[config.mk]
export PLATFORM = sky130hd
export DESIGN_NAME = sath_sar
export DESIGN_NICKNAME = d
export VERILOG_FILES = /design/src/hw/rtl/sath_pkg.sv /design/src/hw/rtl/sath_sar.sv
export SDC_FILE = /design/constraint.sdc
export NUM_CORES = 1
export LEC_CHECK = 0
export BUFFER_PORTS_ARGS = -buffer_cell sky130_fd_sc_hd__buf_2
export CAP_MARGIN = 20
export CORE_MARGIN = 2
export CORE_UTILIZATION = 35
export CTS_CLUSTER_SIZE = 20
export DETAILED_ROUTE_END_ITERATION = 10
export SETUP_SLACK_MARGIN = 0.4
export SYNTH_ARGS = -nofsm -noshare
export SYNTH_HDL_FRONTEND = slang
export SYNTH_SLANG_ARGS = --single-unit
export TNS_END_PERCENT = 10
[constraint.sdc]
create_clock -name clock -period 6.9 [get_ports clock]
set_input_delay 0.69 -clock clock [delete_from_list [all_inputs] [get_ports clock]]
set_output_delay 0.69 -clock clock [all_outputs]
set_load 0.03 [all_outputs]
[src/hw/rtl/sath_pkg.sv]
// Shared constants, codes and types of the triggered histogram converter
`timescale 1ns / 1ps
package sath_pkg;

   localparam int DAC_BITS_DEF    = 12;
   localparam int BIN_SHIFT_DEF   = 3;
   localparam int COUNT_WIDTH_DEF = 20;

   localparam int HIST_AW    = 9;
   localparam int HIST_DEPTH = 1 << HIST_AW;

   localparam int                 LIMIT_W     = 20;
   localparam logic [LIMIT_W-1:0] LIMIT_RESET = 20'd200000;

   localparam int CSR_AW = 2;
   localparam int CSR_DW = 20;

   localparam int                STEP_W     = 5;
   localparam logic [STEP_W-1:0] FIRST_STEP = 5'd2;

   typedef enum logic [1:0] {
      OP_TICK    = 2'd0,
      OP_READ    = 2'd1,
      OP_RESTART = 2'd2,
      OP_NONE    = 2'd3
   } op_type;

   typedef enum logic [1:0] {
      EDGE_RISE = 2'd0,
      EDGE_FALL = 2'd1,
      EDGE_ANY  = 2'd2
   } edge_type;

   typedef enum logic [1:0] {
      CAP_EMPTY = 2'd0,
      CAP_RUN   = 2'd1,
      CAP_FULL  = 2'd2
   } cap_status_type;

   typedef enum logic [1:0] {
      CSR_TRIG_LEVEL   = 2'd0,
      CSR_TRIG_DELTA   = 2'd1,
      CSR_TRIG_EDGE    = 2'd2,
      CSR_SAMPLE_LIMIT = 2'd3
   } csr_index_type;

   typedef enum logic [1:0] {
      FSM_IDLE,
      FSM_BUMP,
      FSM_READ,
      FSM_CLEAR
   } fsm_type;

   // Histogram increment request from the capture logic
   typedef struct packed {
      logic               en;
      logic [HIST_AW-1:0] bin;
   } bump_type;

endpackage

[src/hw/rtl/sath_sar.sv]
// Successive-approximation register: one trial step per conversion tick
`timescale 1ns / 1ps
module sath_sar #(
   parameter int DAC_BITS = sath_pkg::DAC_BITS_DEF
) (
   input  logic                clock,
   input  logic                reset,
   input  logic                tick,
   input  logic                comp,
   output logic [DAC_BITS-1:0] cur_code,
   output logic [DAC_BITS-1:0] next_code,
   output logic                done,
   output logic [DAC_BITS-1:0] sample
);
   import sath_pkg::*;

   localparam int AW = DAC_BITS + 1;
   localparam int SW = DAC_BITS + 2;
   localparam logic [AW-1:0]     FULL = AW'(1) << DAC_BITS;
   localparam logic [AW-1:0]     MID  = AW'(1) << (DAC_BITS - 1);
   localparam logic [STEP_W-1:0] LAST = STEP_W'(DAC_BITS + 1);

   logic [AW-1:0]     approx_ff, approx_in;
   logic [STEP_W-1:0] step_ff, step_in;
   logic              last;
   logic [AW-1:0]     half;
   logic [SW-1:0]     sum;
   logic [AW-1:0]     new_approx;

   function automatic logic [DAC_BITS-1:0] clamp_code(input logic [AW-1:0] v);
      return v[DAC_BITS] ? {DAC_BITS{1'b1}} : v[DAC_BITS-1:0];
   endfunction

   always_comb begin
      last = (step_ff == LAST);
      half = FULL >> step_ff;
      if (!comp) begin
         sum = {1'b0, approx_ff} - {1'b0, half} - {{AW{1'b0}}, last};
      end else if (!last) begin
         sum = {1'b0, approx_ff} + {1'b0, half};
      end else begin
         sum = {1'b0, approx_ff};
      end
      // clamp to 0 .. full scale
      if (sum[SW-1]) begin
         new_approx = '0;
      end else if (sum[AW-1:0] > FULL) begin
         new_approx = FULL;
      end else begin
         new_approx = sum[AW-1:0];
      end
   end

   assign done      = last;
   assign sample    = clamp_code(new_approx);
   assign cur_code  = clamp_code(approx_ff);
   assign next_code = last ? MID[DAC_BITS-1:0] : clamp_code(new_approx);

   always_comb begin
      approx_in = approx_ff;
      step_in   = step_ff;
      if (tick) begin
         approx_in = last ? MID : new_approx;
         step_in   = last ? FIRST_STEP : step_ff + STEP_W'(1);
      end
   end

   always_ff @(posedge clock) begin
      if (reset) begin
         approx_ff <= MID;
         step_ff   <= FIRST_STEP;
      end else begin
         approx_ff <= approx_in;
         step_ff   <= step_in;
      end
   end

endmodule

# Word-level counts from Yosys, hierarchy flattened
# Cells that the tools add are included.
# totals
reg_bits	18
inputBits	4
out_inout_bits	37
elab_cells	18
# op_classes
addsub	4
order_cmp	1
n_eq_ne	1
shift	1
muxes	9
# op_table
cell	n
13-bit two-way mux	3
12-bit two-way mux	3
14-bit two-way mux	2
13-bit by 13-bit adder with 14-bit output	1
13-bit by 13-bit subtractor with 14-bit output	1
14-bit by 1-bit subtractor with 14-bit output	1
13-bit greater-than comparator, second input constant	1
13-bit by 5-bit right shift with 13-bit output, first input constant	1
5-bit by 1-bit adder with 5-bit output, second input constant	1
5-bit by 4-bit equality test with 1-bit output, second input constant	1
5-bit two-way mux	1

# Depth between registers and ports, before layout
# Gate-level depths: netlist of the first run.
# depth
word_depth	9
depth_mapped	17
depth_no_buf	15

# Worst setup path after synthesis of the first run
# OpenSTA, ideal clock, no wires.
# synth_timing
path_kind	reg2out
start	register step_ff[3]
end	output next_code[10]
arrival_ns	3.642
setup_slack_ns	2.568
stages_incl_launch_ff	17
cell_sequence	dfxtp_1 buf_2 and3b_1 nand2_1 clkbuf_1 fa_1 inv_1 fa_1 nand2b_1 mux2_4 a21oi_2 o21ai_1 a2111o_1 a31o_2 nand2_1 buf_2 a21oi_1
# synth_via
elab_chain_cells	9
# synth_lines
element	line_no	text
from (decl)	sath_sar.sv:24	logic [STEP_W-1:0] step_ff, step_in;
from (signal assigned)	sath_sar.sv:74	step_ff <= step_in;
13-bit by 5-bit right shift with 13-bit output	sath_sar.sv:36	half = FULL >> step_ff;
13-bit by 13-bit subtractor with 14-bit output or 13-bit by 13-bit adder with 14-bit output (tied branches)	sath_sar.sv:38, sath_sar.sv:40	
14-bit by 1-bit subtractor with 14-bit output or 14-bit two-way mux (tied branches)	sath_sar.sv:38, sath_sar.sv:39	
14-bit two-way mux	sath_sar.sv:37	if (!comp) begin
13-bit greater-than comparator	sath_sar.sv:47	end else if (sum[AW-1:0] > FULL) begin
13-bit two-way mux	sath_sar.sv:47	
13-bit two-way mux	sath_sar.sv:45	if (sum[SW-1]) begin
12-bit two-way mux	sath_sar.sv:31	return v[DAC_BITS] ? {DAC_BITS{1'b1}} : v[DAC_BITS-1:0];
12-bit two-way mux (*)	sath_sar.sv:57	assign next_code = last ? MID[DAC_BITS-1:0] : clamp_code(new_approx);
to (decl)	sath_sar.sv:11	output logic [DAC_BITS-1:0] next_code,
# Every way passes the cells marked *; elsewhere a longest branch is shown, timed or not.

# Worst setup path after layout of the first run
# layout_timing
start	register step_ff[2]
end	output sample[9]
# layout_via
elab_chain_cells	8
# layout_lines
element	line_no	text
13-bit by 5-bit right shift with 13-bit output	sath_sar.sv:36	
13-bit by 13-bit subtractor with 14-bit output or 13-bit by 13-bit adder with 14-bit output (tied branches)	sath_sar.sv:38, sath_sar.sv:40	
14-bit by 1-bit subtractor with 14-bit output or 14-bit two-way mux (tied branches)	sath_sar.sv:38, sath_sar.sv:39	
14-bit two-way mux (*)	sath_sar.sv:37	
13-bit greater-than comparator	sath_sar.sv:47	
13-bit two-way mux	sath_sar.sv:47	
13-bit two-way mux (*)	sath_sar.sv:45	
12-bit two-way mux (*)	sath_sar.sv:31	
to (decl)	sath_sar.sv:13	output logic [DAC_BITS-1:0] sample
# Marks and branches as above.

==> metrics.cfg, run 1 <==
[run_status]
status = finished clean

[place]
place_inst = 546
dp_hpwl_mm = 7.42
placed_cell_area_mm2 = 0.00324
numPortBuffers = 40
place.gp.congestion = 0.946

[cells_and_area]
fill_cells = 924
final_core_util_pct = 40.0
stdcell_area_mm2 = 0.00330
layout.nets = 492
multiInputGateArea_mm2 = 0.00235
stdcell_count = 550
syn_to_final_growth_pct = 10.4
regArea_um2 = 360
drive_gt1_share_pct = 14.4
diodes = 0

[die]
ioPinCount = 41
die_y_um = 96.4
die_w_um = 96.4
floorplan.initialDensity_pct = 36.2
dieArea_mm2 = 0.00930
core_mm2 = 0.00826
rows = 33

[logic_synthesis]
ys.flop_type = dfxtp_1
yosys.area_share.simple_pct = 21.8
synth_top_family_by_area = compound AO/OA/AOI/OAI gates
synthMuxAreaShare_pct = 1.55
syn_nets = 465
synthXorXnorAreaFrac_pct = 4.98
synthCells = 419
yosysWarnings = 0
yosysSeqAreaShare_pct = 12.1
synth-compound-area-share_pct = 31.4
syn_avg_cell_area_um2 = 7.13
synthAdderAreaFrac_pct = 19.0
async_reset_ff_share_pct = 0
synth_edf_count = 0
ys_ff_latch = 18
synth_area_mm2 = 0.00299
ys_types = 65

[route]
drc = 0
dr.pass1.iters = 6
dr.first_iter.drc_count = 276
wire_per_inst_um = 16.6
vias_per_cell = 5.74
routed_wl_mm = 9.14
vias = 3158
ant_nets = 0

[grt]
grt_use_met1_pct = 28.2
grt-busiest-layer = met2
overflow = 0
grt.met2_usage_pct = 34.0
use_met3_pct = 0.853
grt_max_degree = 27
grt_pass1_vias = 2856
track_usage_pct = 20.1
antenna_found_initial = 0
grt_pass1_wl_mm = 14.5

[clock_network]
tritoncts = yes
cts_resized = 0
cts_made_buffers = 3
cts.sinks = 18
hold_buffers = 0
clk_latency_ns = 0.25
htree_levels = 1
cts-root-buf = clkbuf_8
post_cts_buffers = 0
clockBufferDepth = 2
cts.clk_slew.worst_paths_ns = 0.07

[timing]
finalSetupTns_ns = 0
hold_viol = 0
finalWorstPathRequiredPeriod_ns = 5.39
finalCritPeriodShare_pct = 78.2
skew_ns = 0.00324
fmax_mhz = 185
tightest_slew_ns = 0.899
slew_violations = 0
setup_viol = 0
rsz0062_at_grt = false
slew_headroom_pct = 39.9

[worst_hold_path]
holdPathStages = 2
min_path_type = flop to flop

[critical_path]
startpoint = step_ff[2]
worstPathMaxFanout = 26
ff2ff_path_depth = 13
setup.worst_path.end = sample[9]
crit_path_start_kind = flop
critPathMaxStageDelay_ns = 0.60
worstPathCellList = inv_1 -> nor3_1 -> and2_1 -> ha_1 -> inv_1 -> ha_1 -> a2111oi_0 -> a22oi_1 -> a21oi_2 -> o21ai_1 -> a2111o_1 -> a31o_2 -> nand2_1 -> a21oi_1 -> buf_2
critPathCaptureType = output pin
r2r-end = approx_ff[0]
regToRegStartpoint = step_ff[0]
criticalPathCategory = flop to output pin
cpMaxStageDelayCell = nand2_1
cp.required_ns = 6.21
r2r_slack_ns = 2.50
worstPathArrival_ns = 4.70

[power]
vdd_drop_max_mv = 0.235
powerDensity_mw_per_mm2 = 269
total_power_mw = 0.888
p_leak_nw = 1.58

[flow_run]
cap_violations = 0

per-layer routing:
metal | vias to the layer above | share of wire (%) | wire length (um)
li1 | 1556 | - | -
met2 | 124 | 46 | 4160
met3 | 13 | 5.7 | 522
met4 | 0 | 2.1 | 195
met5 | - | 0 | 0
met1 | 1465 | 47 | 4260
cell families after synthesis:
| family | count (synthesis) |
|---|---|
| buffers and inverters | 69 |
| AO/OA/AOI/OAI | 134 |
| AND/OR/NAND/NOR | 133 |
| adder cells (fa/ha/maj) | 44 |
| XOR/XNOR | 17 |
| flip-flops | 18 |
| multiplexers | 4 |
report_power, final:
group	leakage [nW]	total [mW]	internal (mW)	switching, mW
Combinational	1.41	0.677	0.198	0.479
Sequential	0.146	0.126	0.112	0.0142
Clock	0.0288	0.0845	0.0507	0.0339
Total	1.58	0.888	0.360	0.527
cells in the mapped netlist (4+ instances only):
cell	n	area, um2
a211oi_1	5	37.5
a21o_1	7	52.6
a21oi_1	49	245
a32o_1	4	40.0
and2_1	8	50.1
buf_2	7	35.0
clkbuf_1	10	37.5
dfxtp_1	18	360
ha_1	39	488
inv_1	47	176
nand2_1	50	188
nand2b_1	4	25.0
nand3_1	10	50.1
nand4_1	5	31.3
nor2_1	24	90.1
nor3_1	13	65.1
o211ai_1	5	37.5
o21ai_0	21	105
o41ai_2	7	114
xnor2_1	11	96.3
xor2_1	6	52.6
state kept, by name, summed over array words and instances, names as in the netlist:
signal,count
approx_ff,13
step_ff,5
worst min path at each step:
| stage | end | slack [ns] | start |
|---|---|---|---|
| 2_1_floorplan | approx_ff[5] | 0.46 | approx_ff[5] |
| 3_3_place_gp | approx_ff[5] | 0.49 | approx_ff[5] |
| 3_5_place_dp | approx_ff[6] | 0.51 | approx_ff[6] |
| 4_1_cts | approx_ff[6] | 0.52 | approx_ff[6] |
| 5_1_grt | approx_ff[6] | 0.54 | approx_ff[6] |
| 6_report | approx_ff[5] | 0.51 | approx_ff[5] |
layout by cell type, fill, tap and decap left out, drive strengths merged, types with 6 or more instances in the layout:
cell   count
inv       48
dfxtp     18
nor3      13
xor2       6
and2       8
nand3     10
xnor2     11
a21o       7
a21oi     50
o21ai     23
o41ai      8
nor2      24
nand2     50
buf       42
ha        39
through the flow:
step / hold slack, ns / worst slack, ns
after global placement: 0.491 / 1.89
after global routing: 0.544 / 1.10
after detailed placement: 0.510 / 1.82
after floorplan: 0.457 / 2.57
after CTS: 0.519 / 1.53
final: 0.511 / 1.51
final cells by class:
cell class / count / share of cell area [%]
inverter: 49 / 5.57
sequential: 18 / 10.9
tap: 105 / 3.98
multi-input combinational: 332 / 71.3
timing repair buffer: 42 / 6.52
clock buffer: 4 / 1.67
worst max-delay path: cells and delay by family (launching register included):
family / cells / cell delay [ns]
buffers and inverters: 3 / 0.48
AOI/OAI and AO/OA: 7 / 1.75
DFF: 1 / 0.55
and+or+nand+nor: 3 / 1.07
adders and majority gates: 2 / 0.61
Power figures use the tool's default switching activity.
==> run 2: changes to the inputs <==
==> constraint.sdc (replaced) <==
create_clock -name clock -period 4.97 [get_ports clock]
set_input_delay 0.497 -clock clock [delete_from_list [all_inputs] [get_ports clock]]
set_output_delay 0.497 -clock clock [all_outputs]
set_load 0.03 [all_outputs]
==> metrics.cfg, run 2 (synthesis results as in run 1) <==
[run_status]
status = finished clean

[timing]
finalWorstPathRequiredPeriod_ns = 4.40
slew_violations = 0
fin_hold_ws_ns = 0.474
skew_ns = 0.00208
setup_viol = 0
slew_headroom_pct = 54.1
fmax_mhz = 227
hold_viol = 0
tightest_slew_ns = 0.682
rsz0062_at_grt = true
finalSetupTns_ns = 0
finalCritPeriodShare_pct = 88.5
final.setup.worst_slack_ns = 0.573

[cells_and_area]
diodes = 0
stdcell_area_mm2 = 0.00349
largest_registers = approx_ff x13, step_ff x5
largest_reg_flops = 13
final_core_util_pct = 42.3
layout_common_cells = 49 x nand2_1, 48 x a21oi_1, 47 x inv_1
drive_gt1_share_pct = 20.6
layout_commonest_cell = nand2_1
top_register = approx_ff
fill_cells = 876
layout.nets = 498
syn_to_final_growth_pct = 16.8

[critical_path]
worstPathCellList = ha_1 -> ha_1 -> nor3b_4 -> ha_4 -> inv_1 -> ha_2 -> o211ai_1 -> a21oi_1 -> a21oi_2 -> o21ai_2 -> a2111o_1 -> a31o_2 -> nand2_2 -> buf_12 -> a21oi_1 -> buf_2
startpoint = step_ff[0]
setup.worst_path.end = next_code[7]
criticalPathCategory = flop to output pin
cp_top_family = compound AO/OA/AOI/OAI gates
worstPathMaxFanout = 24
crit_path_start_kind = flop
r2r_slack_ns = 1.08
critPathMaxStageDelay_ns = 0.42
regToRegStartpoint = step_ff[1]
cp.buffers_inverters = 3
r2r-end = approx_ff[7]
crit_cells = 16
ff2ff_path_depth = 15
worstPathArrival_ns = 3.90
cpMaxStageDelayCell = a2111o_1
critPathCaptureType = output pin
cp.required_ns = 4.47

[die]
die_w_um = 96.4
dieArea_mm2 = 0.00930
floorplan.initialDensity_pct = 36.2
die_y_um = 96.4
rows = 33
ioPinCount = 41
core_mm2 = 0.00826

[place]
dp_hpwl_mm = 7.65
post-place-ws_ns = 0.234
placed_cell_area_mm2 = 0.00328
numPortBuffers = 40
place.gp.congestion = 0.996

[grt]
antenna_found_initial = 0
overflow = 0
grt_max_degree = 26
grt_pass1_wl_mm = 15.2
grt_pass1_vias = 2951
track_usage_pct = 21.1

[power]
powerDensity_mw_per_mm2 = 371
vdd_drop_max_mv = 0.364
p_leak_nw = 1.66

[clock_network]
clk_latency_ns = 0.26
tritoncts = yes
clockBufferDepth = 2
htree_levels = 1
cts_made_buffers = 3
cts.sinks = 18
cts.clk_slew.worst_paths_ns = 0.06
cts-root-buf = clkbuf_8

[worst_hold_path]
holdPathStages = 2
min_path_type = primary input to flop

[route]
routed_wl_mm = 9.49
ant_nets = 0
drc = 0
vias_per_cell = 5.66
vias = 3147
wire_per_inst_um = 17.1
dr.pass1.iters = 5
dr.first_iter.drc_count = 237

[flow_run]
cap_violations = 0

## run 2: worst register-to-register path: stages, from the launching register on
cell	delay (ns)
dfxtp_1	0.38
inv_1	0.09
ha_1	0.22
and2_1	0.19
ha_1	0.36
inv_1	0.07
ha_1	0.37
a21oi_1	0.36
nand2_1	0.13
nor4_2	0.20
o21ai_0	0.21
nand4_1	0.30
nand3_4	0.23
buf_4	0.23
nor2_1	0.27
a32o_1	0.21
## run 2: repair_timing
action,4_1_cts,5_1_grt
setup endpoints to repair,24,24
gates resized for setup,17,15
pin swaps,0,2
hold buffers,0,0
setup buffers,0,1
## run 2: per-layer routing
layer | track usage (%) | vias up | wire length [um]
li1 | - | 1573 | -
met3 | 1.47 | 13 | 456
met2 | 34.2 | 86 | 4410
met4 | 7.98 | 0 | 191
met1 | 29.2 | 1475 | 4430
met5 | 0 | - | 0
## run 2: how the worst min path moves through the flow
stage	startpoint	to	slack, ns
3_3_place_gp	approx_ff[5]	approx_ff[5]	0.50
5_1_grt	reset	step_ff[2]	0.49
6_report	reset	approx_ff[12]	0.47
2_1_floorplan	approx_ff[5]	approx_ff[5]	0.46
3_5_place_dp	approx_ff[6]	approx_ff[6]	0.52
4_1_cts	reset	approx_ff[12]	0.47
## run 2: cell type report
cell class	count	area [um2]	share of cell area (%)
clock buffer	4	55.1	1.58
inverter	49	184	5.27
multi-input combinational	332	2480	71.0
sequential	18	370	10.6
tap	105	131	3.76
timing repair buffer	48	273	7.81
## run 2: stage by stage
step / power (mW) / instances
4_1_cts: 1.28 / 555
3_5_place_dp: 1.14 / 551
2_1_floorplan: 0.887 / 419
3_3_place_gp: 1.13 / 551
5_1_grt: 1.38 / 556
6_report: 1.30 / 556
## run 2: where the power goes
group / internal (mW) / switching (mW)
Combinational: 0.314 / 0.690
Clock: 0.0705 / 0.0472
Sequential: 0.155 / 0.0194
==> run 3: changes to the inputs <==
--- a/config.mk
+++ b/config.mk
@@ -8,9 +8,10 @@
 export BUFFER_PORTS_ARGS = -buffer_cell sky130_fd_sc_hd__buf_2
 export CAP_MARGIN = 20
 export CORE_MARGIN = 2
-export CORE_UTILIZATION = 35
+export CORE_UTILIZATION = 50
 export CTS_CLUSTER_SIZE = 20
 export DETAILED_ROUTE_END_ITERATION = 10
+export PLACE_DENSITY = 0.71
 export SETUP_SLACK_MARGIN = 0.4
 export SYNTH_ARGS = -nofsm -noshare
 export SYNTH_HDL_FRONTEND = slang
==> metrics.cfg, run 3 (synthesis results as in run 1) <==
[worst_hold_path]
min_path_type = primary input to flop

[route]
drc = 0
dr.first_iter.drc_count = 278
ant_nets = 0
vias_per_cell = 6.03
wire_per_inst_um = 16.5
routed_wl_mm = 8.69
vias = 3179
dr.pass1.iters = 5

[clock_network]
clockBufferDepth = 2
cts-root-buf = clkbuf_8
htree_levels = 1
cts.clk_slew.worst_paths_ns = 0.07
cts_made_buffers = 3
hold_buffers = 0
clk_latency_ns = 0.26
tritoncts = yes
cts.sinks = 18

[grt]
use_met3_pct = 2.11
grt_pass1_wl_mm = 14.1
overflow = 0
track_usage_pct = 27.2
grt_use_met1_pct = 38.1
grt_max_degree = 27
antenna_found_initial = 0
grt_pass1_vias = 2920
grt-busiest-layer = met2
grt.met2_usage_pct = 43.9

[cells_and_area]
fill_cells = 541
top_register = approx_ff
diodes = 0
drive_gt1_share_pct = 20.1
syn_to_final_growth_pct = 14.8
regArea_um2 = 369
multiInputGateArea_mm2 = 0.00245
layout_commonest_cell = nand2_1
largest_registers = approx_ff x13, step_ff x5
largest_reg_flops = 13
stdcell_count = 527
layout_common_cells = 50 x nand2_1, 49 x a21oi_1, 47 x inv_1
layout.nets = 499
stdcell_area_mm2 = 0.00343

[place]
numPortBuffers = 40
post-place-ws_ns = 0.379
place_inst = 522
placed_cell_area_mm2 = 0.00325
place.gp.congestion = 0.933
dp_hpwl_mm = 6.87

[timing]
slew_headroom_pct = 49.3
finalSetupTns_ns = 0
rsz0062_at_grt = true
slew_violations = 0
setup_viol = 0
finalWorstPathRequiredPeriod_ns = 4.43
tightest_slew_ns = 0.757
skew_ns = 0.00250
fmax_mhz = 226
hold_viol = 0
finalCritPeriodShare_pct = 89.2
final.setup.worst_slack_ns = 0.535

[die]
die_y_um = 81.3
rows = 28
core_mm2 = 0.00585
die_w_um = 81.3
floorplan.initialDensity_pct = 51.1
dieArea_mm2 = 0.00661
ioPinCount = 41

[run_status]
status = finished clean

[critical_path]
r2r_slack_ns = 1.12
cp.required_ns = 4.47
criticalPathCategory = flop to output pin
crit_path_start_kind = flop
worstPathArrival_ns = 3.94
critPathCaptureType = output pin
worstPathMaxFanout = 6

[power]
vdd_drop_max_mv = 0.394
powerDensity_mw_per_mm2 = 369
p_leak_nw = 1.65
total_power_mw = 1.27

[flow_run]
cap_violations = 0

run 3: per-layer routing:
metal  wire (um)  part of all wire (%)
met5           0                     0
met4         236                   2.7
met3         591                   6.8
met2        3910                    45
met1        3950                    45
run 3: timing repair:
item | in CTS | in global routing
setup buffers | 0 | 1
pin swaps | 0 | 1
endpoints found under the hold margin | 0 | 0
gates resized for setup | 12 | 14
setup endpoints to repair | 24 | 24
run 3: worst paths after layout:
| check | start | to | cells after the start |
|---|---|---|---|
| setup reg to reg | step_ff[1] | approx_ff[10] | 14 |
| hold / removal | reset | step_ff[0] | 2 |
| hold reg to reg | approx_ff[5] | approx_ff[5] | 2 |
| setup / recovery | step_ff[0] | next_code[11] | 15 |
run 3: area by class of cell:
type / count / area share, %
timing repair buffer: 49 / 8.17
multi-input combinational: 332 / 71.4
tap: 75 / 2.74
sequential: 18 / 10.8
inverter: 49 / 5.36
clock buffer: 4 / 1.60
run 3: metrics by stage:
step	utilization, %	hold slack (ns)
2_1_floorplan	-	0.457
3_3_place_gp	55.6	0.476
3_5_place_dp	55.6	0.488
4_1_cts	57.7	0.453
5_1_grt	58.6	0.455
6_report	58.6	0.452
run 3: power breakdown:
group	total [mW]	switching, mW	internal, mW
logic	0.973	0.665	0.307
registers	0.174	0.0191	0.155
clock network	0.120	0.0495	0.0705
total	1.27	0.734	0.533
run 3: worst max-delay path: stages (launching register included):
cell	delay [ns]
dfxtp_2	0.38
inv_1	0.08
ha_1	0.22
nand2_1	0.10
nor3_2	0.05
ha_1	0.37
inv_1	0.10
ha_1	0.36
a21oi_1	0.29
o21ai_0	0.14
a41o_1	0.25
a221oi_1	0.33
mux2_2	0.42
a211oi_2	0.29
o21ai_1	0.10
buf_2	0.19
