### config.mk
export PLATFORM = sky130hd
export DESIGN_NAME = sath_capture
export DESIGN_NICKNAME = d
export VERILOG_FILES = /design/src/hw/rtl/sath_pkg.sv /design/src/hw/rtl/sath_capture.sv
export SDC_FILE = /design/constraint.sdc
export NUM_CORES = 1
export LEC_CHECK = 0
export ABC_AREA = 1
export BUFFER_PORTS_ARGS = -buffer_cell sky130_fd_sc_hd__buf_2
export CELL_PAD_IN_SITES_DETAIL_PLACEMENT = 1
export CELL_PAD_IN_SITES_GLOBAL_PLACEMENT = 1
export CORE_MARGIN = 8
export CORE_UTILIZATION = 31
export DETAILED_ROUTE_END_ITERATION = 10
export GPL_TIMING_DRIVEN = 0
export PLACE_DENSITY_LB_ADDON = 0.1
export SLEW_MARGIN = 20
export SYNTH_ARGS = -nofsm -noshare
export SYNTH_HDL_FRONTEND = slang
export SYNTH_SLANG_ARGS = --single-unit
### constraint.sdc
create_clock -name clock -period 3.6 [get_ports clock]
set_input_delay 0.18 -clock clock [delete_from_list [all_inputs] [get_ports clock]]
set_output_delay 0.18 -clock clock [all_outputs]
set_load 0.03 [all_outputs]
### src/hw/rtl/sath_pkg.sv
// Shared constants, codes and types of the triggered histogram converter
`timescale 1ns / 1ps
package sath_pkg;

   localparam int DAC_BITS_DEF    = 12;
   localparam int BIN_SHIFT_DEF   = 3;
   localparam int COUNT_WIDTH_DEF = 20;

   localparam int HIST_AW    = 9;
   localparam int HIST_DEPTH = 1 << HIST_AW;

   localparam int                 LIMIT_W     = 20;
   localparam logic [LIMIT_W-1:0] LIMIT_RESET = 20'd200000;

   localparam int CSR_AW = 2;
   localparam int CSR_DW = 20;

   localparam int                STEP_W     = 5;
   localparam logic [STEP_W-1:0] FIRST_STEP = 5'd2;

   typedef enum logic [1:0] {
      OP_TICK    = 2'd0,
      OP_READ    = 2'd1,
      OP_RESTART = 2'd2,
      OP_NONE    = 2'd3
   } op_type;

   typedef enum logic [1:0] {
      EDGE_RISE = 2'd0,
      EDGE_FALL = 2'd1,
      EDGE_ANY  = 2'd2
   } edge_type;

   typedef enum logic [1:0] {
      CAP_EMPTY = 2'd0,
      CAP_RUN   = 2'd1,
      CAP_FULL  = 2'd2
   } cap_status_type;

   typedef enum logic [1:0] {
      CSR_TRIG_LEVEL   = 2'd0,
      CSR_TRIG_DELTA   = 2'd1,
      CSR_TRIG_EDGE    = 2'd2,
      CSR_SAMPLE_LIMIT = 2'd3
   } csr_index_type;

   typedef enum logic [1:0] {
      FSM_IDLE,
      FSM_BUMP,
      FSM_READ,
      FSM_CLEAR
   } fsm_type;

   // Histogram increment request from the capture logic
   typedef struct packed {
      logic               en;
      logic [HIST_AW-1:0] bin;
   } bump_type;

endpackage

### src/hw/rtl/sath_capture.sv
// Trigger, capture status and sample counter for finished samples
`timescale 1ns / 1ps
module sath_capture #(
   parameter int DAC_BITS  = sath_pkg::DAC_BITS_DEF,
   parameter int BIN_SHIFT = sath_pkg::BIN_SHIFT_DEF
) (
   input  logic                            clock,
   input  logic                            reset,
   input  logic                            sample_en,
   input  logic [DAC_BITS-1:0]             sample,
   input  logic                            button,
   input  logic                            restart,
   input  logic [DAC_BITS-1:0]             trig_level,
   input  logic [DAC_BITS-1:0]             trig_delta,
   input  logic [1:0]                      trig_edge,
   input  logic [sath_pkg::LIMIT_W-1:0]    sample_limit,
   output sath_pkg::cap_status_type        status_next,
   output sath_pkg::bump_type              bump
);
   import sath_pkg::*;

   localparam int SW = DAC_BITS + 2;
   localparam int XW = DAC_BITS + HIST_AW;

   logic [DAC_BITS-1:0] prev_ff, prev_in;
   logic                armed_ff, armed_in;
   cap_status_type      status_ff, status_in;
   logic [LIMIT_W-1:0]  taken_ff, taken_in;

   logic                edge_hit, fire, in_window;
   logic signed [SW-1:0] sx, lo, hi;
   logic [LIMIT_W-1:0]  taken_inc;
   logic [XW-1:0]       bin_ext;

   always_comb begin
      edge_hit = ((trig_edge == EDGE_RISE) && (prev_ff < sample))
              || ((trig_edge == EDGE_FALL) && (prev_ff > sample))
              || ((trig_edge == EDGE_ANY)  && (prev_ff != sample));
      fire      = button || (armed_ff && edge_hit);
      sx        = signed'(SW'(sample));
      lo        = signed'(SW'(trig_level)) - signed'(SW'(trig_delta));
      hi        = signed'(SW'(trig_level)) + signed'(SW'(trig_delta));
      in_window = (sx > lo) && (sx < hi);
      taken_inc = taken_ff + LIMIT_W'(1);
      bin_ext   = XW'(sample) >> BIN_SHIFT;
   end

   always_comb begin
      prev_in   = prev_ff;
      armed_in  = armed_ff;
      status_in = status_ff;
      taken_in  = taken_ff;
      if (restart) begin
         armed_in  = 1'b0;
         status_in = CAP_EMPTY;
         taken_in  = '0;
      end else if (sample_en) begin
         prev_in = sample;
         case (status_ff)
            CAP_RUN: begin
               if (taken_inc >= sample_limit) begin
                  status_in = CAP_FULL;
                  taken_in  = '0;
               end else begin
                  taken_in = taken_inc;
               end
            end
            CAP_EMPTY: begin
               if (fire) begin
                  status_in = CAP_RUN;
                  armed_in  = 1'b0;
               end else begin
                  armed_in = in_window;
               end
            end
            default: ;
         endcase
      end
   end

   assign status_next = status_in;
   assign bump.en     = sample_en && (status_ff == CAP_RUN);
   assign bump.bin    = bin_ext[HIST_AW-1:0];

   always_ff @(posedge clock) begin
      if (reset) begin
         prev_ff   <= '0;
         armed_ff  <= 1'b0;
         status_ff <= CAP_EMPTY;
         taken_ff  <= '0;
      end else begin
         prev_ff   <= prev_in;
         armed_ff  <= armed_in;
         status_ff <= status_in;
         taken_ff  <= taken_in;
      end
   end

endmodule

---- Yosys cells after proc, flatten, opt, wreduce, memory -nomap -nowiden ----
Index checks and enable logic that the tools add are counted.
operators by class
  shifts and indexed selects .............. 0
  reductions and logical operators ........ 15
  order comparisons ....................... 5
  equality and inequality tests ........... 4
  div/mod/pow operators ................... 0
  $mul .................................... 0
  add/subtract/negate cells ............... 3
  multiplexer cells ....................... 7
  bitwise operators ....................... 1
operator list
  kind                                                  number
  adder 20 x 1 -> 20 bit (second input constant)        1
  >= comparator 20 bit                                  1
  two-way mux 20 bit                                    1
  adder 12 x 12 -> 13 bit                               1
  greater-than comparator 13 bit                        1
  less-than comparator 12 x 13 -> 1 bit                 1
  subtractor 12 x 12 -> 13 bit                          1
  greater-than comparator 12 bit                        1
  less-than comparator 12 bit                           1
  inequality test 12 bit                                1
  two-way mux 2 bit                                     4
  logical AND 1 bit                                     6
  AND reduction 2 bit                                   3
  equality test 2 x 1 -> 1 bit (second input constant)  2
  zero test 2 bit                                       2
  case mux 2 bit (2 select lines)                       1
  logical OR 1 bit                                      3
  equality test 2 bit (second input constant)           1
  OR reduction 2 bit                                    1
  two-way mux 1 bit                                     1
  NOT 1 bit                                             1
storage, ports and cells
  bits in latches ......................... 0
  bits in registers ....................... 35
  bits in writable memories ............... 0
  word-level logic and storage cells ...... 39
  memories ................................ 0
  input bits .............................. 63
  bits in read-only memories .............. 0
  output and inout port bits .............. 12

---- Longest topological paths before layout ----
Gate-level depths: netlist of run 1.
  depth after elaboration ................. 10
  depth in mapped cells ................... 22
  gate-level depth less buffers ........... 22

---- Least setup slack after synthesis of run 1 ----
OpenSTA, ideal clock, no wires.
  kind .................................... flip-flop to output port
  from .................................... register taken_ff[0]
  to ...................................... output port status_next[1]
  slack ................................... 0.594 ns
  data arrival time ....................... 2.826 ns
  stages on the path, launching flop included .. 19
  buffers on the path ..................... 1
  path through ............................ dfxtp_1 > nand2_1 > nor2_4 > nand3_2 > nor3_2 > nand2_1 > nor2_1 > xor2_1 > inv_1 > ha_1 > nand2_1 > nor2_1 > inv_1 > nor2_1 > nand4_1 > nand4_1 > buf_6 > a31oi_1 > nor2_1
between the ends
  word-level cells in the longest chain between the ends .. 6
RTL lines
  item                             RTL line            text
  start, declared                  sath_capture.sv:28  logic [LIMIT_W-1:0] taken_ff, taken_in;
  start signal, assigned           sath_capture.sv:95  taken_ff <= taken_in;
  adder 20 x 1 -> 20 bit           sath_capture.sv:44  taken_inc = taken_ff + LIMIT_W'(1);
  >= comparator 20 bit             sath_capture.sv:61  if (taken_inc >= sample_limit) begin
  two-way mux 2 bit                sath_capture.sv:61
  case mux 2 bit (2 select lines)  sath_capture.sv:59  case (status_ff)
  two-way mux 2 bit                sath_capture.sv:57  end else if (sample_en) begin
  two-way mux 2 bit                sath_capture.sv:53  if (restart) begin
  end, declared                    sath_capture.sv:17  output sath_pkg::cap_status_type status_next,
No other way between the ends.

---- Worst setup path after layout of run 1 ----
Same ends and word-level chain as after synthesis.

==> results of run 1 <==
worst max path at each step:
| stage | startpoint | endpoint | cells after the start |
|---|---|---|---|
| final | taken_ff[0]$_SDFFE_PP0P_ | status_next[1] | 23 |
| after global routing | taken_ff[0]$_SDFFE_PP0P_ | status_next[0] | 21 |
| after CTS | taken_ff[1]$_SDFFE_PP0P_ | status_next[0] | 22 |
| after detailed placement | taken_ff[0]$_SDFFE_PP0P_ | status_next[1] | 19 |
| after global placement | taken_ff[0]$_SDFFE_PP0P_ | status_next[1] | 19 |
| after floorplan | taken_ff[0]$_SDFFE_PP0P_ | status_next[1] | 18 |
critical path, stage by stage, from the launching register on:
cell and delay (ns):
sky130_fd_sc_hd__dfxtp_4 0.37, sky130_fd_sc_hd__ha_4 0.17, sky130_fd_sc_hd__nand3_4 0.09, sky130_fd_sc_hd__nor3_4 0.05
sky130_fd_sc_hd__buf_4 0.13, sky130_fd_sc_hd__buf_4 0.12, sky130_fd_sc_hd__buf_4 0.12, sky130_fd_sc_hd__buf_4 0.12
sky130_fd_sc_hd__buf_4 0.12, sky130_fd_sc_hd__buf_4 0.13, sky130_fd_sc_hd__buf_6 0.11, sky130_fd_sc_hd__nor2_4 0.12
sky130_fd_sc_hd__nor2_4 0.05, sky130_fd_sc_hd__ha_4 0.24, sky130_fd_sc_hd__nand2_4 0.07, sky130_fd_sc_hd__o21ai_2 0.05
sky130_fd_sc_hd__nand2_1 0.06, sky130_fd_sc_hd__nand3_1 0.06, sky130_fd_sc_hd__nand2_1 0.06, sky130_fd_sc_hd__nand4_1 0.23
sky130_fd_sc_hd__buf_6 0.21, sky130_fd_sc_hd__a31oi_4 0.12, sky130_fd_sc_hd__nor2_1 0.06, sky130_fd_sc_hd__buf_4 0.16
where the power goes:
| part | switching (mW) | leakage, nW | internal, mW |
|---|---|---|---|
| sequential | 0.00693 | 0.289 | 0.397 |
| combinational | 0.317 | 2.60 | 0.204 |
| clock | 0.171 | 0.0669 | 0.256 |
stage by stage:
step | util | instance area (um^2)
global placement | 0.357 | 4900
CTS | 0.384 | 5270
global route | 0.400 | 5490
floorplan | - | 4310
finish | 0.400 | 5490
detailed placement | 0.357 | 4900
flip-flops by register name, indices dropped and copies added (netlist names):
name	count
taken_ff	20
status_ff	2
armed_ff	1
prev_ff	12
cells in the mapped netlist, types with 8 or more instances:
library cell,n,share of area
sky130_fd_sc_hd__a21oi_1,59,0.069
sky130_fd_sc_hd__a22oi_1,10,0.017
sky130_fd_sc_hd__buf_4,10,0.017
sky130_fd_sc_hd__clkbuf_1,8,0.0070
sky130_fd_sc_hd__dfxtp_1,35,0.16
sky130_fd_sc_hd__ha_1,80,0.23
sky130_fd_sc_hd__inv_1,120,0.10
sky130_fd_sc_hd__nand2_1,111,0.097
sky130_fd_sc_hd__nand3_1,21,0.024
sky130_fd_sc_hd__nand4_1,16,0.023
sky130_fd_sc_hd__nor2_1,70,0.061
sky130_fd_sc_hd__nor3_1,8,0.0093
sky130_fd_sc_hd__o21ai_0,29,0.034
sky130_fd_sc_hd__xor2_1,31,0.063
metal layers:
layer	vias to the layer above	wire, um	GRT usage
li1	2302	-	-
met1	2099	6610	0.192
met2	58	6240	0.247
met3	10	411	0.0213
met4	0	182	0.0430
met5	-	0	0
layout make-up:
| class | count | area, um^2 | area share |
|---|---|---|---|
| Clock inverter | 2 | 12.5 | 0.00228 |
| Buffer | 21 | 128 | 0.0232 |
| Sequential cell | 35 | 714 | 0.130 |
| Tap cell | 180 | 225 | 0.0410 |
| Inverter | 126 | 473 | 0.0861 |
| Timing Repair Buffer | 100 | 578 | 0.105 |
| Clock buffer | 6 | 129 | 0.0235 |
| Multi-Input combinational cell | 467 | 3230 | 0.589 |
kinds of logic after synthesis:
logic type | after synthesis
AOI/OAI and AO/OA | 111
xor gates and xnor gates | 34
adders and majority gates | 82
buffers and inverters | 148
DFF | 35
and+or+nand+nor | 240
timing repair:
item / 4_1_cts / 5_1_grt
buffers inserted: 18 / 8
pin swaps: 12 / 23
resized for setup: 25 / 34
endpoints found under the setup margin: 2 / 14
==> impl_results.html, run 1 <==
<table>
<tr><th>Metric</th><th>Value</th></tr>
<tr><th colspan="2">Detailed routing</th></tr>
<tr><td>Number of vias per cell</td><td>4.77</td></tr>
<tr><td>Number of remaining DRC errors</td><td>0</td></tr>
<tr><td>DRT Wirelength</td><td>13.4 mm</td></tr>
<tr><td>WL per Instance</td><td>14.4 um</td></tr>
<tr><td>Via Count</td><td>4469</td></tr>
<tr><td>Initial detailed-routing violation count</td><td>134</td></tr>
<tr><td>Post-route antenna net violation count</td><td>0</td></tr>
<tr><td>Length of the first detailed-routing pass in iterations</td><td>4</td></tr>
<tr><th colspan="2">Finish</th></tr>
<tr><td>Leading cell types in the layout, fill and taps excluded</td><td>sky130_fd_sc_hd__inv_1 (119), sky130_fd_sc_hd__nand2_1 (103), sky130_fd_sc_hd__buf_2 (75), sky130_fd_sc_hd__ha_1 (75), sky130_fd_sc_hd__nor2_1 (65)</td></tr>
<tr><td>Most common library cell in the layout ignoring fill and taps</td><td>sky130_fd_sc_hd__inv_1</td></tr>
<tr><td>Layout cell share with drive strength beyond 1</td><td>0.234</td></tr>
<tr><td>Post-layout instance count excluding filler cells</td><td>937</td></tr>
<tr><td>Number of fill cells in the layout</td><td>1805</td></tr>
<tr><td>Number of nets in the layout</td><td>901</td></tr>
<tr><td>Antenna diode count</td><td>0</td></tr>
<tr><td>Post-synthesis to final-layout area growth</td><td>27.6%</td></tr>
<tr><th colspan="2">Setup path</th></tr>
<tr><td>Element type at the critical path end</td><td>output port</td></tr>
<tr><td>Critical path start-end classification</td><td>reg2out</td></tr>
<tr><td>Worst-case reg-to-reg path depth</td><td>24</td></tr>
<tr><td>Endpoint arrival time on the critical path</td><td>3.32 ns</td></tr>
<tr><td>Reg2Reg Launch Point</td><td>taken_ff[0]$_SDFFE_PP0P_</td></tr>
<tr><td>Kind of start point of the critical path</td><td>register</td></tr>
<tr><td>Capture instance of the worst register-to-register path</td><td>taken_ff[7]$_SDFFE_PP0P_</td></tr>
<tr><td>Data required time of the worst path</td><td>3.42 ns</td></tr>
<tr><td>Reg-to-reg setup timing slack</td><td>0.15 ns</td></tr>
<tr><td>Worst-path maximum fanout</td><td>4</td></tr>
<tr><th colspan="2">Clocking</th></tr>
<tr><td>Clock Tree Root</td><td>sky130_fd_sc_hd__clkbuf_16</td></tr>
<tr><td>Clock tree buffer depth</td><td>2</td></tr>
<tr><td>Clock latency at the later pin of the worst-skew pair</td><td>0.28 ns</td></tr>
<tr><td>Clock tree from TritonCTS</td><td>done</td></tr>
<tr><td>Number of levels in the clock H-tree</td><td>2</td></tr>
<tr><td>Count of hold-fix buffers inserted at cts</td><td>0</td></tr>
<tr><td>CTS sink cnt</td><td>35</td></tr>
<tr><td>Register clock-pin slew on the reported worst setup and hold paths</td><td>0.06 ns</td></tr>
<tr><td>Clock buffer count from CTS</td><td>5</td></tr>
<tr><th colspan="2">Status</th></tr>
<tr><td>Outcome</td><td>finished clean</td></tr>
<tr><th colspan="2">Floorplan</th></tr>
<tr><td>Effective utilization at floorplan</td><td>0.314</td></tr>
<tr><td>Die footprint</td><td>17900 um^2</td></tr>
<tr><td>Overall die width</td><td>134 um</td></tr>
<tr><td>Die height</td><td>134 um</td></tr>
<tr><td>Rows</td><td>43</td></tr>
<tr><td>CORE AREA</td><td>13700 um^2</td></tr>
<tr><td>Number of top-level pins</td><td>75</td></tr>
<tr><th colspan="2">Logic synthesis</th></tr>
<tr><td>Dominant combinational cell family by area after synthesis</td><td>simple AND/OR/NAND/NOR gates</td></tr>
<tr><td>Post-Syn Nets</td><td>795</td></tr>
<tr><td>EDFF count, synth</td><td>0</td></tr>
<tr><td>Cell area after synthesis</td><td>4310 um^2</td></tr>
<tr><td>Post-synthesis share of cell area spent on xor and xnor gates</td><td>0.0691</td></tr>
<tr><td>Count of cell types in the netlist</td><td>38</td></tr>
<tr><td>Multiplexer share of the synthesized area</td><td>0</td></tr>
<tr><td>Ys flop type</td><td>sky130_fd_sc_hd__dfxtp_1</td></tr>
<tr><td>Async SR Flop Fraction</td><td>0</td></tr>
<tr><td>Warning count from the yosys run</td><td>0</td></tr>
<tr><td>Seq/Total Area, Yosys</td><td>0.163</td></tr>
<tr><td>Number of flip-flops and latches in the synthesized netlist</td><td>35</td></tr>
<tr><td>Synthesized netlist cell count</td><td>650</td></tr>
<tr><td>Post-Synth Simple-Gate Area</td><td>0.244</td></tr>
<tr><td>Mapped Avg Cell Area</td><td>6.63 um^2</td></tr>
<tr><td>Share of synthesized cell area in full adder, half adder and majority cells</td><td>0.242</td></tr>
<tr><td>Synthesized-area fraction occupied by ao, oa, aoi and oai cells</td><td>0.142</td></tr>
<tr><th colspan="2">Timing</th></tr>
<tr><td>Total Negative Setup Slacks</td><td>0 ns</td></tr>
<tr><td>Number of hold-slack violations in the final timing report</td><td>0</td></tr>
<tr><td>Final Critical Period</td><td>3.50 ns</td></tr>
<tr><td>Max-slew violation count</td><td>0</td></tr>
<tr><td>Worst-case setup margin in the final layout</td><td>0.0984 ns</td></tr>
<tr><td>Total of endpoints with negative setup slack in the final report</td><td>0</td></tr>
<tr><td>Slew headroom</td><td>0.479</td></tr>
<tr><td>Fmax</td><td>0.286 GHz</td></tr>
<tr><td>Setup Skew</td><td>0.00702 ns</td></tr>
<tr><td>Hold slack</td><td>0.0994 ns</td></tr>
<tr><td>Transition at the pin with the smallest max-transition slack</td><td>0.777 ns</td></tr>
<tr><td>Unrepaired setup endpoints after global routing</td><td>true</td></tr>
<tr><td>Final clock period utilization by the worst path</td><td>0.973</td></tr>
<tr><th colspan="2">Place</th></tr>
<tr><td>Inst Count DP</td><td>904</td></tr>
<tr><td>Placed wire-length estimate</td><td>10.9 mm</td></tr>
<tr><td>Worst slack, placed</td><td>-0.0327 ns</td></tr>
<tr><td>Port Buf Inserts</td><td>74</td></tr>
<tr><td>Routability congestion estimate from global placement</td><td>0.823</td></tr>
<tr><th colspan="2">Power and ir drop</th></tr>
<tr><td>P per Cell Area</td><td>246 nW/um^2</td></tr>
<tr><td>Max IR drop VDD</td><td>150 uV</td></tr>
<tr><td>P_leak</td><td>2.95 nW</td></tr>
<tr><td>Design Power</td><td>1.35 mW</td></tr>
<tr><th colspan="2">Global routing</th></tr>
<tr><td>Antenna violations before repair</td><td>0</td></tr>
<tr><td>Total global routing overflow</td><td>0</td></tr>
<tr><td>Wire length of the first global-routing pass</td><td>22.0 mm</td></tr>
<tr><td>Pin count of the biggest net entering global routing</td><td>12</td></tr>
<tr><td>Vias in the first global route</td><td>4692</td></tr>
<tr><td>Total Routing Usage GR</td><td>0.148</td></tr>
<tr><th colspan="2">Min path</th></tr>
<tr><td>HP Start</td><td>reset</td></tr>
<tr><td>Hold Path Cell Cnt</td><td>2</td></tr>
<tr><td>Hold endpoint</td><td>status_ff[0]$_SDFF_PP0_</td></tr>
<tr><td>Hold Path Class</td><td>in2reg</td></tr>
<tr><th colspan="2">Run</th></tr>
<tr><td>Max-cap check violation count</td><td>0</td></tr>
</table>
No activity file was read; power rests on OpenSTA's default activity.
==> inputs of run 2 (changes only) <==
--- a/config.mk
+++ b/config.mk
@@ -5,7 +5,6 @@
 export SDC_FILE = /design/constraint.sdc
 export NUM_CORES = 1
 export LEC_CHECK = 0
-export ABC_AREA = 1
 export BUFFER_PORTS_ARGS = -buffer_cell sky130_fd_sc_hd__buf_2
 export CELL_PAD_IN_SITES_DETAIL_PLACEMENT = 1
 export CELL_PAD_IN_SITES_GLOBAL_PLACEMENT = 1
==> run 2 against run 1 <==
Cell area shrank 3.5%; critical endpoint is now status_next[0]; synthesized cell count shrank 12%; highest routed layer unchanged; worst setup slack lost 0.019 ns; largest cell class unchanged.
==> impl_results.html, run 2 <==
<table>
<tr><th>Metric</th><th>Value</th></tr>
<tr><th colspan="2">Detailed routing</th></tr>
<tr><td>Initial detailed-routing violation count</td><td>143</td></tr>
<tr><td>Via Count</td><td>4321</td></tr>
<tr><td>DRT Wirelength</td><td>13.5 mm</td></tr>
<tr><td>Number of vias per cell</td><td>5.11</td></tr>
<tr><td>WL per Instance</td><td>15.9 um</td></tr>
<tr><td>Post-route antenna net violation count</td><td>0</td></tr>
<tr><td>Length of the first detailed-routing pass in iterations</td><td>4</td></tr>
<tr><td>Number of remaining DRC errors</td><td>0</td></tr>
<tr><th colspan="2">Logic synthesis</th></tr>
<tr><td>Mapped Avg Cell Area</td><td>7.49 um^2</td></tr>
<tr><td>Async SR Flop Fraction</td><td>0</td></tr>
<tr><td>Warning count from the yosys run</td><td>0</td></tr>
<tr><td>Top cells by count, synth</td><td>sky130_fd_sc_hd__ha_1 (80), sky130_fd_sc_hd__inv_1 (60), sky130_fd_sc_hd__a21oi_1 (52)</td></tr>
<tr><td>Count of cell types in the netlist</td><td>60</td></tr>
<tr><td>Post-Syn Nets</td><td>716</td></tr>
<tr><td>Cell accounting for the most synthesized area</td><td>sky130_fd_sc_hd__ha_1</td></tr>
<tr><td>Cell area after synthesis</td><td>4280 um^2</td></tr>
<tr><td>Dominant cells by area after synthesis</td><td>sky130_fd_sc_hd__ha_1 (23%), sky130_fd_sc_hd__dfxtp_1 (16%), sky130_fd_sc_hd__a21oi_1 (6.1%)</td></tr>
<tr><td>Number of flip-flops and latches in the synthesized netlist</td><td>35</td></tr>
<tr><td>Area share of the leading cell type in the synthesized netlist</td><td>0.234</td></tr>
<tr><td>Seq/Total Area, Yosys</td><td>0.164</td></tr>
<tr><td>EDFF count, synth</td><td>0</td></tr>
<tr><td>Synthesized netlist cell count</td><td>571</td></tr>
<tr><td>Ys flop type</td><td>sky130_fd_sc_hd__dfxtp_1</td></tr>
<tr><td>Cell with the most instances after synthesis</td><td>sky130_fd_sc_hd__ha_1</td></tr>
<tr><th colspan="2">Setup path</th></tr>
<tr><td>Crit. Startpoint</td><td>taken_ff[2]$_SDFFE_PP0P_</td></tr>
<tr><td>Worst-path cell chain</td><td>and3_4 -&gt; nand3_4 -&gt; nor3_4 -&gt; nand4_1 -&gt; xnor2_1 -&gt; ha_1 -&gt; a21o_1 -&gt; a2111oi_4 -&gt; o221ai_2 -&gt; a21oi_4 -&gt; o21a_4 -&gt; o21ai_2 -&gt; a21oi_1 -&gt; buf_4</td></tr>
<tr><td>Reg2Reg Launch Point</td><td>taken_ff[2]$_SDFFE_PP0P_</td></tr>
<tr><td>Critical path start-end classification</td><td>reg2out</td></tr>
<tr><td>Slowest-stage cell, CP</td><td>sky130_fd_sc_hd__a2111oi_4</td></tr>
<tr><td>Worst-path maximum fanout</td><td>4</td></tr>
<tr><td>Crit path largest cell delay</td><td>0.40 ns</td></tr>
<tr><td>Kind of start point of the critical path</td><td>register</td></tr>
<tr><td>Data required time of the worst path</td><td>3.42 ns</td></tr>
<tr><td>Element type at the critical path end</td><td>output port</td></tr>
<tr><td>Endpoint arrival time on the critical path</td><td>3.34 ns</td></tr>
<tr><th colspan="2">Timing</th></tr>
<tr><td>Final Critical Period</td><td>3.52 ns</td></tr>
<tr><td>Final clock period utilization by the worst path</td><td>0.978</td></tr>
<tr><td>Transition at the pin with the smallest max-transition slack</td><td>0.586 ns</td></tr>
<tr><td>Total of endpoints with negative setup slack in the final report</td><td>0</td></tr>
<tr><td>Number of hold-slack violations in the final timing report</td><td>0</td></tr>
<tr><td>Slew headroom</td><td>0.604</td></tr>
<tr><td>Fmax</td><td>0.284 GHz</td></tr>
<tr><td>Max-slew violation count</td><td>0</td></tr>
<tr><td>Setup Skew</td><td>0.00661 ns</td></tr>
<tr><td>Unrepaired setup endpoints after global routing</td><td>true</td></tr>
<tr><th colspan="2">Floorplan</th></tr>
<tr><td>CORE AREA</td><td>13700 um^2</td></tr>
<tr><td>Die height</td><td>133 um</td></tr>
<tr><td>Number of top-level pins</td><td>75</td></tr>
<tr><td>Effective utilization at floorplan</td><td>0.313</td></tr>
<tr><td>Die footprint</td><td>17800 um^2</td></tr>
<tr><td>Rows</td><td>43</td></tr>
<tr><td>Overall die width</td><td>133 um</td></tr>
<tr><th colspan="2">Power and ir drop</th></tr>
<tr><td>Max IR drop VDD</td><td>159 uV</td></tr>
<tr><td>Design Power</td><td>1.35 mW</td></tr>
<tr><td>P_leak</td><td>2.52 nW</td></tr>
<tr><td>P per Cell Area</td><td>255 nW/um^2</td></tr>
<tr><th colspan="2">Clocking</th></tr>
<tr><td>Number of levels in the clock H-tree</td><td>2</td></tr>
<tr><td>Clock latency at the later pin of the worst-skew pair</td><td>0.28 ns</td></tr>
<tr><td>Clock tree buffer depth</td><td>2</td></tr>
<tr><td>CTS sink cnt</td><td>35</td></tr>
<tr><td>Clock tree from TritonCTS</td><td>done</td></tr>
<tr><td>Clock Tree Root</td><td>sky130_fd_sc_hd__clkbuf_16</td></tr>
<tr><td>Register clock-pin slew on the reported worst setup and hold paths</td><td>0.06 ns</td></tr>
<tr><td>Count of hold-fix buffers inserted at cts</td><td>0</td></tr>
<tr><td>Clock buffer count from CTS</td><td>5</td></tr>
<tr><th colspan="2">Finish</th></tr>
<tr><td>Most common library cell in the layout ignoring fill and taps</td><td>sky130_fd_sc_hd__ha_1</td></tr>
<tr><td>Number of nets in the layout</td><td>809</td></tr>
<tr><td>Leading registers by flop count</td><td>taken_ff x20, prev_ff x12, status_ff x2</td></tr>
<tr><td>Post-route core utilization</td><td>0.388</td></tr>
<tr><td>Flip-flop count of the largest register after layout</td><td>20</td></tr>
<tr><td>Post-synthesis to final-layout area growth</td><td>24.0%</td></tr>
<tr><td>Reg with most FFs</td><td>taken_ff</td></tr>
<tr><td>Layout cell share with drive strength beyond 1</td><td>0.218</td></tr>
<tr><td>Antenna diode count</td><td>0</td></tr>
<tr><td>Leading cell types in the layout, fill and taps excluded</td><td>sky130_fd_sc_hd__ha_1 (79), sky130_fd_sc_hd__buf_2 (75), sky130_fd_sc_hd__inv_1 (60), sky130_fd_sc_hd__a21oi_1 (51), sky130_fd_sc_hd__nand2_1 (48)</td></tr>
<tr><th colspan="2">Global routing</th></tr>
<tr><td>Antenna violations before repair</td><td>0</td></tr>
<tr><td>Wire length of the first global-routing pass</td><td>22.5 mm</td></tr>
<tr><td>Total Routing Usage GR</td><td>0.152</td></tr>
<tr><td>Pin count of the biggest net entering global routing</td><td>11</td></tr>
<tr><td>Total global routing overflow</td><td>0</td></tr>
<tr><td>Vias in the first global route</td><td>4643</td></tr>
<tr><th colspan="2">Run</th></tr>
<tr><td>Max-cap check violation count</td><td>0</td></tr>
<tr><th colspan="2">Place</th></tr>
<tr><td>Routability congestion estimate from global placement</td><td>0.785</td></tr>
<tr><td>Placed wire-length estimate</td><td>11.1 mm</td></tr>
<tr><td>Port Buf Inserts</td><td>74</td></tr>
<tr><th colspan="2">Min path</th></tr>
<tr><td>Hold Path Class</td><td>in2reg</td></tr>
<tr><td>HP Start</td><td>reset</td></tr>
<tr><th colspan="2">Status</th></tr>
<tr><td>Outcome</td><td>finished clean</td></tr>
</table>
run 2: changes by cell type after synthesis, sizes merged, moves of 6 or more:
| cell | delta |
|---|---|
| nand2b | +10 |
| a21o | +6 |
| inv | -64 |
| nand2 | -64 |
| clkbuf | +11 |
| o21ai | -9 |
| nor2 | -38 |
| a21oi | -7 |
| nor2b | +6 |
| a22oi | -10 |
| xor2 | -21 |
| xnor2 | +23 |
| nand3 | +11 |
| and2 | +6 |
run 2: kinds of logic after synthesis:
kind of cell | count (synthesis) | share of synthesized area
XOR/XNOR | 36 | 0.0737
flip-flops | 35 | 0.164
buffers and inverters | 95 | 0.0927
AO/OA/AOI/OAI | 123 | 0.183
adder cells (fa/ha/maj) | 82 | 0.243
AND/OR/NAND/NOR | 200 | 0.243
run 2: layer usage:
| layer | vias to the layer above | wire length, um | track usage |
|---|---|---|---|
| met5 | - | 0 | 0 |
| li1 | 2183 | - | - |
| met1 | 2071 | 6470 | 0.197 |
| met3 | 11 | 359 | 0.0256 |
| met2 | 56 | 6500 | 0.257 |
| met4 | 0 | 145 | 0.0349 |
run 2: critical path: cells and delay by family (launching register included):
family,cells,cell delay [ns]
compound gates,7,1.39
simple gates,4,0.64
flops,1,0.36
fa+ha+maj,1,0.27
xor+xnor,1,0.21
buf+inv,1,0.18
run 2: cell type report:
| class | count | area [um^2] |
|---|---|---|
| repair buffers | 89 | 488 |
| inverters | 62 | 233 |
| multi-input cells | 441 | 3310 |
| flip-flops and latches | 35 | 727 |
| plain buffers | 30 | 158 |
| well taps | 180 | 225 |
| clock buffers | 8 | 156 |
| fillers | 1736 | 8360 |
run 2: where the power goes:
group          switching, mW  internal (mW)
combinational          0.283          0.207
clock                  0.171          0.295
sequential           0.00493          0.390
run 2: worst paths after layout:
| path | cells after the start | slack, ns | to |
|---|---|---|---|
| min reg2reg | 2 | 0.46 | prev_ff[3]$_SDFFE_PP0P_ |
| min | 2 | 0.12 | prev_ff[6]$_SDFFE_PP0P_ |
| max reg2reg | 15 | 0.23 | taken_ff[8]$_SDFFE_PP0P_ |
| max | 14 | 0.08 | status_next[0] |
run 2: timing repair:
| item | CTS | global route |
|---|---|---|
| buffers inserted | 5 | 10 |
| endpoints found under the setup margin | 25 | 3 |
| gates resized for setup | 31 | 16 |
| pin swaps | 9 | 12 |
run 2: stage by stage:
step	setup TNS, ns	worst slack [ns]	area (um^2)	std cells	hold WS [ns]
6_report	0	0.0792	5300	845	0.121
5_1_grt	-0.228	-0.129	5300	845	0.136
4_1_cts	0	0.000451	5170	837	0.117
3_5_place_dp	-13.38	-0.850	4870	825	0.414
3_3_place_gp	-11.51	-0.776	4870	825	0.407
2_1_floorplan	0	0.184	4280	571	0.249
